`src/hw/rtl/point_segment_distance_defines.svh`:
```
// ----------------------------------------------------------------------------
// point_segment_distance_defines
// assertion macros used by the psd_cell bit cells of the distance pipeline
// ----------------------------------------------------------------------------
`ifndef POINT_SEGMENT_DISTANCE_DEFINES_SVH
`define POINT_SEGMENT_DISTANCE_DEFINES_SVH

// condition that holds at every edge outside reset
`define PSD_ASSERT_NOW(name, cond) \
    name: assert property (@(posedge i_clk) disable iff (!i_rst_n) (cond)) \
        else $error("psd: check failed");

// implication into the next cycle, also checked across reset
`define PSD_ASSERT_NEXT(name, pre, post) \
    name: assert property (@(posedge i_clk) (pre) |=> (post)) \
        else $error("psd: check failed");

`endif

```
`src/hw/rtl/psd_cell.sv`:
```
// ----------------------------------------------------------------------------
// psd_cell
// one result bit of the search for the largest q with q*q*m <= n
// ----------------------------------------------------------------------------
`timescale 1ns / 1ps

module psd_cell #(
    parameter int W   = 84,
    parameter int MW  = 33,
    parameter int QW  = 25,
    parameter int BIT = 0
) (
    input  logic          i_clk,
    input  logic          i_rst_n,
    input  logic          i_en,
    input  logic          i_valid,
    input  logic [W-1:0]  i_d,
    input  logic [W-1:0]  i_r,
    input  logic [MW-1:0] i_m,
    input  logic [QW-1:0] i_q,
    output logic          o_valid,
    output logic [W-1:0]  o_d,
    output logic [W-1:0]  o_r,
    output logic [MW-1:0] o_m,
    output logic [QW-1:0] o_q
);

    `include "point_segment_distance_defines.svh"

    localparam logic [QW-1:0] LOW_MASK = (QW'(1) << BIT) - QW'(1);

    logic          r_valid;
    logic [W-1:0]  r_d, r_r;
    logic [MW-1:0] r_m;
    logic [QW-1:0] r_q;

    logic [W-1:0]  w_t;
    logic          w_take;

    // (q + 2^b)^2 m - q^2 m = q m 2^(b+1) + m 2^(2b)
    assign w_t    = (i_r << (BIT + 1)) + (W'(i_m) << (2 * BIT));
    assign w_take = (i_d >= w_t);

    always_ff @(posedge i_clk) begin
        if (!i_rst_n) begin
            r_valid <= 1'b0;
        end else if (i_en) begin
            r_valid <= i_valid;
        end
    end

    always_ff @(posedge i_clk) begin
        if (i_en) begin
            r_m <= i_m;
            r_d <= w_take ? (i_d - w_t) : i_d;
            r_r <= w_take ? (i_r + (W'(i_m) << BIT)) : i_r;
            r_q <= i_q | (QW'(w_take) << BIT);
        end
    end

    assign o_valid = r_valid;
    assign o_d     = r_d;
    assign o_r     = r_r;
    assign o_m     = r_m;
    assign o_q     = r_q;

    `PSD_ASSERT_NEXT(a_rst_clears, !i_rst_n, !r_valid)
    `PSD_ASSERT_NEXT(a_valid_moves, i_rst_n && i_en, r_valid == $past(i_valid))
    `PSD_ASSERT_NOW(a_low_bits_clear, r_valid |-> ((r_q & LOW_MASK) == '0))

endmodule
```
`config.mk`:
```
export PLATFORM = sky130hd
export DESIGN_NAME = psd_cell
export DESIGN_NICKNAME = d
export VERILOG_FILES = /design/src/hw/rtl/psd_cell.sv
export VERILOG_INCLUDE_DIRS = /design/src /design/src/hw/rtl
export SDC_FILE = /design/constraint.sdc
export NUM_CORES = 1
export LEC_CHECK = 0
export BUFFER_PORTS_ARGS = -buffer_cell sky130_fd_sc_hd__buf_2
export CORE_MARGIN = 2
export CORE_UTILIZATION = 38
export DETAILED_ROUTE_END_ITERATION = 16
export SYNTH_ARGS = -nofsm -noshare
export SYNTH_HDL_FRONTEND = slang
export SYNTH_SLANG_ARGS = --single-unit
export TNS_END_PERCENT = 5
```
`constraint.sdc`:
```
create_clock -name i_clk -period 5.7 [get_ports i_clk]
set_clock_uncertainty 0.05 [all_clocks]
set_input_delay 0.57 -clock i_clk [delete_from_list [all_inputs] [get_ports i_clk]]
set_output_delay 0.57 -clock i_clk [all_outputs]
set_load 0.02 [all_outputs]
```
=== Word-level counts from Yosys, hierarchy flattened ===
Index checks and enable logic that the tools add are counted.

* Flip-flop bits (word level): 227
* Latch bits: 0
* Bits in writable memories: 0
* ROM bits: 0
* Input port bits: 230
* Output and inout port bits: 227
* Word-level logic and storage cells: 12
* Memories kept: 0

* Add/sub/neg operators: 3
* Multiply operators: 0
* Divide/modulo/power cells: 0
* Order comparisons: 1
* Eq/ne operators: 0
* Shift operators: 0
* Multiplexer cells: 2
* Bitwise gates (word level): 1
* Reduce and logical (&&, ||, !) cells: 0

{| class="wikitable"
|+ Operators with widths
! cell !! number
|-
| adder 84 x 33 -> 84 bit || 2
|-
| 2-to-1 mux 84 bit || 2
|-
| >= comparator 84 bit || 1
|-
| subtractor 84 bit || 1
|-
| OR 25 x 1 -> 25 bit || 1
|}

=== Logic depth before layout (Yosys ltp) ===
Gate-level depths: netlist of run 1.

* Word-level depth: 3
* Mapped depth: 28

=== Least setup slack after synthesis of run 1 ===
No wires, ideal clock.

* Path kind: input to register
* Start: input port i_r[11]
* End: register r_r[58], in the netlist o_r[58] (data pin)
* Arrival: 5.490 ns
* Required time: 5.386 ns
* Path slack: -0.105 ns
* Stages: 26
* Path buffers: 4
* Cell sequence: ha_1 -> a21o_1 -> a21o_1 -> a2111oi_0 -> nor3_1 -> a41o_1 -> nor2_1 -> o2111ai_1 -> a31oi_2 -> buf_2 -> nor3_1 -> xnor2_1 -> ha_1 -> buf_2 -> nand4_1 -> nor4_2 -> nand3_1 -> nor4_2 -> o21ai_1 -> a21oi_2 -> nor3_2 -> a211oi_4 -> buf_6 -> buf_8 -> nand2_1 -> xnor2_2

* Longest elaborated chain between the ends: 3
* Elaborated cells between the ends (all ways): 4

{| class="wikitable"
|+ RTL lines
! item !! RTL line !! text
|-
| start: declaration || psd_cell.sv:18 || <nowiki>input logic [W-1:0] i_r,</nowiki>
|-
| adder 84 x 33 -> 84 bit || psd_cell.sv:41 || <nowiki>assign w_t = (i_r << (BIT + 1)) + (W'(i_m) << (2 * BIT));</nowiki>
|-
| >= comparator 84 bit || psd_cell.sv:42 || <nowiki>assign w_take = (i_d >= w_t);</nowiki>
|-
| 2-to-1 mux 84 bit * || psd_cell.sv:56 || <nowiki>r_r <= w_take ? (i_r + (W'(i_m) << BIT)) : i_r;</nowiki>
|-
| end signal: assignment || psd_cell.sv:56 ||
|-
| end: declaration || psd_cell.sv:33 || <nowiki>logic [W-1:0] r_d, r_r;</nowiki>
|}

Mark *: on every way between the ends. The rest lies on a longest branch, timed or not.
A chain may end at the register's enable or synchronous reset.

=== Worst setup path after layout of run 1 ===
* Start: input port i_m[1]
* End: register r_r[75], in the netlist o_r[75] (data pin)

* Longest elaborated chain between the ends: 3
* Elaborated cells between the ends (all ways): 4

{| class="wikitable"
|+ RTL lines
! item !! RTL line !! text
|-
| start: declaration || psd_cell.sv:19 || <nowiki>input logic [MW-1:0] i_m,</nowiki>
|-
| adder 84 x 33 -> 84 bit || psd_cell.sv:41 ||
|-
| >= comparator 84 bit || psd_cell.sv:42 ||
|-
| 2-to-1 mux 84 bit * || psd_cell.sv:56 ||
|}

Marks and branches as above.

==> flow_metrics.tcl, run 1 <==
set metrics [dict create \
    r2r-start "o_valid" \
    worstSetupStartpoint "i_m[1]" \
    yosysSeqAreaShare_pct 35.8 \
    grt_pass1_wl_um 106000 \
    relSlewSlack_pct 29.1 \
    holdCritPathClass "primary input to flop" \
    min_period_over_period_pct 98.3 \
    end_kind "flop" \
    p_switching_w 0.00266 \
    hp-start "i_q[16]" \
    pwr-share-comb_pct 44.9 \
    rows 81 \
    synthSimpleGateAreaFrac_pct 18.5 \
    postSynthCellCount 2133 \
    cts_root_buf "clkbuf_16" \
    multiInputGateArea_um2 12300 \
    fin_util_pct 56.5 \
    overflow 0 \
    antenna_found_initial 5 \
    max_clock_freq_mhz 178 \
    worst_slack_ns 0.0964 \
    clock_path_buffers 3 \
    dp_cells 3649 \
    drive_above_1_share_pct 39.1 \
    p_int_w 0.00451 \
    pwr-share-seq_pct 30.1 \
    pwr-share-clk_pct 25.0 \
    io_buffers 456 \
    seqCellArea_um2 6810 \
    fill_cells 4470 \
    clk_transition_reported_paths_ns 0.06 \
    die_x_um 228 \
    swShare_pct 37.1 \
    fp.dieArea_um2 51800 \
    drc 0 \
    rsz0062_at_grt "yes" \
    num_vias 20100 \
    grt.total_usage_pct 26.4 \
    ir_drop_mv 0.236 \
    startpoint_type "primary input" \
    tritoncts "done" \
    syn_nets 2515 \
    drt_iter0_drc 1381 \
    status "completed" \
    die_h_um 228 \
    synth_mux_area_share_pct 0.158 \
    vias_per_cell 5.36 \
    io_pins 457 \
    crit_required_ns 5.95 \
    synthXorXnorAreaFrac_pct 11.3 \
    setup_viol 0 \
    path_class "primary input to flop" \
    numCtsBuffers 28 \
    dpl.hpwl_um 58500 \
    p_leak_nw 12.2 \
    cp_max_fo 5 \
    drv_slew 0 \
    yosys_warnings 0 \
    core_area_um2 49200 \
    synth.avg_cell_area_um2 8.91 \
    maxCapViolations 0 \
    gp_congestion 0.951 \
    synthArstFlopShare_pct 0 \
    grt_max_degree 119 \
    ctsHoldBuffers 0 \
    pre_cts_ws_ns -1.03 \
    fin_cells 3742 \
    synth_compound_area_share_pct 20.3 \
    finalHoldViolations 0 \
    wl_um 74400 \
    synth_adder_area_share_pct 10.1 \
    drtPass1Iterations 7 \
    fin_nets 3433 \
    routedWlPerCell_um 19.9 \
    drtAntennaViolNets 0 \
    clk-insertion-delay-late_ns 0.57 \
    power_per_cell_area_nw_per_um2 258 \
    area_growth_pct 46.0 \
    ys_seq_elements 227 \
    tightest_slew_ns 1.06 \
    crit_arrival_ns 5.86 \
    grt_pass1_vias 19300 \
    synth_area_um2 19000 \
    synth_edf_count 226 \
    ys.flop_type "edfxtp_1" \
    synth_top_family_by_area "compound AO/OA/AOI/OAI gates" \
    cts_sinks 227 \
    start_util_pct 38.7 \
    h-tree-depth 1 \
    tns_ns 0 \
    holdWs_ns 0.107 \
    min_period_ns 5.60 \
    synth_cell_types 89 \
]
what timing repair did:
action | 4_1_cts | 5_1_grt
setup buffers | 8 | 27
setup endpoints to repair | 163 | 169
gates cloned | 1 | 4
gates resized for setup | 23 | 143
pin swaps | 15 | 69
area by class of cell:
cell class                      instances  area share, %
Multi-Input combinational cell       1736           44.4
Tap cell                              664           2.99
Clock inverter                         13          0.541
Sequential cell                       227           24.5
Clock buffer                           38           2.73
Antenna cell                            6         0.0541
Timing Repair Buffer                  996           23.9
Inverter                               62          0.838
through the flow:
step / instance area [um^2] / total power [W]
floorplan: 19100 / 0.00385
global placement: 25600 / 0.00519
detailed placement: 25600 / 0.00521
CTS: 26700 / 0.00705
global route: 27800 / 0.00754
finish: 27800 / 0.00716
power groups by stage:
stage	Sequential [W]	Combinational, W	Clock [W]
2_1_floorplan	0.00244	0.00141	0
3_3_place_gp	0.00219	0.00300	0
3_5_place_dp	0.00219	0.00302	0
4_1_cts	0.00216	0.00306	0.00182
5_1_grt	0.00218	0.00348	0.00188
6_report	0.00216	0.00321	0.00179
sequential cells by signal, indices dropped and copies added, names as in the netlist:
register and flops:
o_r 84, o_d 84, o_valid 1, o_q 25, o_m 33
kinds of logic after synthesis:
logic type	after synthesis
AO/OA/AOI/OAI	622
XOR/XNOR	238
adder cells (fa/ha/maj)	152
buffers and inverters	171
flip-flops	227
multiplexers	3
AND/OR/NAND/NOR	720
final timing paths:
check                           endpoint  slack (ns)  cells after the start
worst min register to register   o_valid        0.51                      2
worst max register to register   o_valid        5.01                      2
worst min-delay path             o_q[16]        0.11                      1
worst max-delay path             o_r[75]         0.1                     28
layout by cell type, fill, tap and decap left out, types with 7 or more instances in the layout:
cell type and instances:
and3_1 21, buf_12 14, xnor2_2 17, o211ai_1 16
o21bai_1 28, buf_2 453, a21oi_2 13, o21a_1 22
nor3_2 11, nor3_4 11, a21boi_0 8, edfxtp_1 226
clkbuf_16 31, nor4_2 8, a21oi_1 251, nand3_1 72
nor2_2 8, o31ai_1 9, o21ai_0 100, xnor2_1 134
nor2b_1 13, a31oi_1 15, inv_1 60, nor4_4 11
or3_1 12, a21o_1 71, nand2_1 185, nor3_1 36
nand4_1 62, nor2_1 182, buf_4 511, o21ai_1 10
nand2_2 12, ha_1 138, nand2b_1 19, ha_4 7
xor2_1 86, buf_6 12, clkbuf_1 8
Yosys cell counts, types with 44 or more instances:
master,n,share of area (%)
nand3_1,74,1.9
nor3_1,49,1.3
xnor2_1,142,6.5
nand4_1,62,2.0
a21oi_1,265,7.0
o21ai_0,108,2.8
nor2_1,192,3.8
inv_1,61,1.2
a21o_1,71,2.8
xor2_1,87,4.0
edfxtp_1,226,36
buf_2,44,1.2
ha_1,149,9.8
clkbuf_1,57,1.1
nand2_1,191,3.8
routing by layer:
| layer | global-route usage (%) | up-vias | wire (um) |
|---|---|---|---|
| li1 | - | 9707 | - |
| met1 | 34.9 | 9539 | 32100 |
| met2 | 44.8 | 714 | 35400 |
| met3 | 4.08 | 114 | 4890 |
| met4 | 7.63 | 0 | 1970 |
| met5 | 0 | - | 0 |
critical path, stage by stage:
cell       delay [ns]
buf_8            0.08
ha_4             0.13
inv_2            0.04
fa_2             0.37
nor2b_2          0.14
o21ai_2          0.08
a21oi_2          0.22
o2111ai_4        0.20
a21oi_4          0.25
nor2_2           0.06
o2111ai_2        0.26
a31oi_4          0.14
buf_6            0.16
clkbuf_16        0.16
buf_4            0.17
nor4_2           0.30
xnor2_1          0.11
ha_1             0.32
nand2_1          0.09
nor2_2           0.14
nand2_2          0.08
or4_4            0.56
a31oi_4          0.21
or3_4            0.21
buf_12           0.11
o211ai_2         0.26
nor3b_1          0.32
xor2_1           0.10
No activity file was read; power rests on OpenSTA's default activity.
==> inputs of run 2 (changes only) <==
Settings changed: CORE_ASPECT_RATIO set to 0.6, HOLD_SLACK_MARGIN set to 0.1.
==> run 2 against run 1 <==
Net effect: the flow now finishes with violations (negative setup slack); non-clock buffer count increased by 64; flip-flop and latch count is the same; core utilization grew 0.30 points; via count is 1.4% higher; power barely moved; sequential power hardly changed; hold slack improved by 0.013 ns; sequential share of layout area fell by 0.26 points; design area rose by 1.1%; critical path type unchanged; critical endpoint is now o_r[44]; largest cell class unchanged; highest routed layer is now met5.
==> flow_metrics.tcl, run 2 (same netlist as run 1, synthesis figures left out) <==
set metrics [dict create \
    crit_slowest_cell "a31oi_4" \
    maxCapViolations 0 \
    finalHoldViolations 0 \
    numCtsBuffers 25 \
    die_h_um 177 \
    worst_slack_ns -0.0564 \
    area_growth_pct 47.6 \
    holdCritPathClass "primary input to flop" \
    p_leak_nw 12.4 \
    fill_cells 4502 \
    relSlewSlack_pct 24.7 \
    vias_per_cell 5.38 \
    worstSetupStartpoint "i_m[12]" \
    crit_buf_inv 7 \
    drive_above_1_share_pct 39.9 \
    start_util_pct 38.5 \
    setup_viol 18 \
    multiInputGateArea_um2 12200 \
    drt_iter0_drc 1651 \
    grt_pass1_wl_um 113000 \
    rrSetupSlack_ns 5.03 \
    crit_arrival_ns 6.03 \
    holdWs_ns 0.119 \
    rsz0062_at_grt "yes" \
    clk_transition_reported_paths_ns 0.07 \
    ir_drop_mv 0.235 \
    r2r-end "o_valid" \
    crit_top_cell "buf_4" \
    core_area_um2 49400 \
    routedWlPerCell_um 20.2 \
    min_period_over_period_pct 101 \
    fp.dieArea_um2 51900 \
    dpl.hpwl_um 61400 \
    clk-insertion-delay-late_ns 0.57 \
    end_kind "flop" \
    status "complete, but fails checks" \
    cts_root_buf "clkbuf_16" \
    startpoint_type "primary input" \
    drtAntennaViolNets 0 \
    io_buffers 456 \
    critPathCapture "o_r[44]" \
    overflow 0 \
    tritoncts "done" \
    seqCellArea_um2 6810 \
    max_stage_delay_ns 0.42 \
    min_period_ns 5.76 \
    max_clock_freq_mhz 174 \
    grt_max_degree 144 \
    power_w 0.00716 \
    cp_max_fo 6 \
    grt.total_usage_pct 28.2 \
    failed_checks "negative setup slack" \
    fin_nets 3493 \
    h-tree-depth 1 \
    path_class "primary input to flop" \
    drc 0 \
    drtPass1Iterations 6 \
    gp_congestion 1.03 \
    final_cell_mix "buf_4 (563), buf_2 (452), a21oi_1 (252)" \
    wl_um 76600 \
    tns_ns -0.579 \
    r2r-start "o_valid" \
    clock_path_buffers 3 \
    critical-path-top-delay-family "compound AO/OA/AOI/OAI gates" \
    power_per_cell_area_nw_per_um2 255 \
    layout_commonest_cell "buf_4" \
    cp.depth 29 \
    antenna_found_initial 7 \
    tightest_slew_ns 1.10 \
    die_x_um 293 \
    dp_cells 3688 \
    cts_sinks 227 \
    io_pins 457 \
    grt_pass1_vias 19500 \
    drv_slew 0 \
    fin_util_pct 56.8 \
    num_vias 20400 \
    rows 63 \
    crit_required_ns 5.97 \
    worstRegToRegCells 2 \
    fin_cells 3784 \
]
## run 2: cell count changes in the layout (fill, tap and decap cells not counted), moves of 8 or more
cell,delta
nor3_4,-8
ha_1,+8
buf_4,+52
dlygate4sd3_1,+11
nor3_2,+8
## run 2: how the worst min path moves through the flow
stage,startpoint,to,cells past startpoint
3_5_place_dp,o_valid,o_valid,2
2_1_floorplan,o_valid,o_valid,2
5_1_grt,i_q[16],o_q[16],1
3_3_place_gp,o_valid,o_valid,2
6_report,i_q[8],o_q[8],1
4_1_cts,i_q[8],o_q[8],1
## run 2: worst register-to-register path, stage by stage, from the launching register on
cell,delay (ns)
dfxtp_1,0.32
mux2i_1,0.13
nor2b_1,0.06
## run 2: timing repair
| item | in CTS | in global routing |
|---|---|---|
| gates resized for setup | 89 | 96 |
| cloned | 2 | 1 |
| hold endpoints to repair | 11 | 0 |
| pin swaps | 63 | 47 |
| setup endpoints to repair | 169 | 167 |
| hold buffers | 11 | 0 |
| buffers inserted | 22 | 10 |
## run 2: report_power, final
| part | switching, W | total (W) | internal, W |
|---|---|---|---|
| combinational | 0.00186 | 0.00329 | 0.00143 |
| sequential | 0.0000613 | 0.00216 | 0.00209 |
| clock | 0.000758 | 0.00171 | 0.000950 |
## run 2: area by class of cell
class	instances	area share, %
Timing Repair Buffer	1060	25.5
Clock inverter	14	0.571
Tap cell	650	2.90
Antenna cell	4	0.0357
Multi-Input combinational cell	1735	43.6
Sequential cell	227	24.2
Inverter	62	0.829
Clock buffer	32	2.32
## run 2: layer usage
| layer | up-vias | share of wire [%] | routed length (um) | track usage, % |
|---|---|---|---|---|
| met1 | 9685 | 49 | 37300 | 42.9 |
| li1 | 9813 | - | - | - |
| met3 | 76 | 8.7 | 6630 | 6.99 |
| met4 | 2 | 1.7 | 1270 | 5.09 |
| met5 | - | 0.017 | 13 | 0 |
| met2 | 786 | 41 | 31400 | 40.1 |
## run 2: metrics by stage
stage | cell area [um^2] | worst slack [ns]
2_1_floorplan | 19100 | 0.00271
3_3_place_gp | 26000 | -1.23
3_5_place_dp | 26000 | -1.35
4_1_cts | 27600 | -0.0365
5_1_grt | 28100 | -0.219
6_report | 28100 | -0.0564
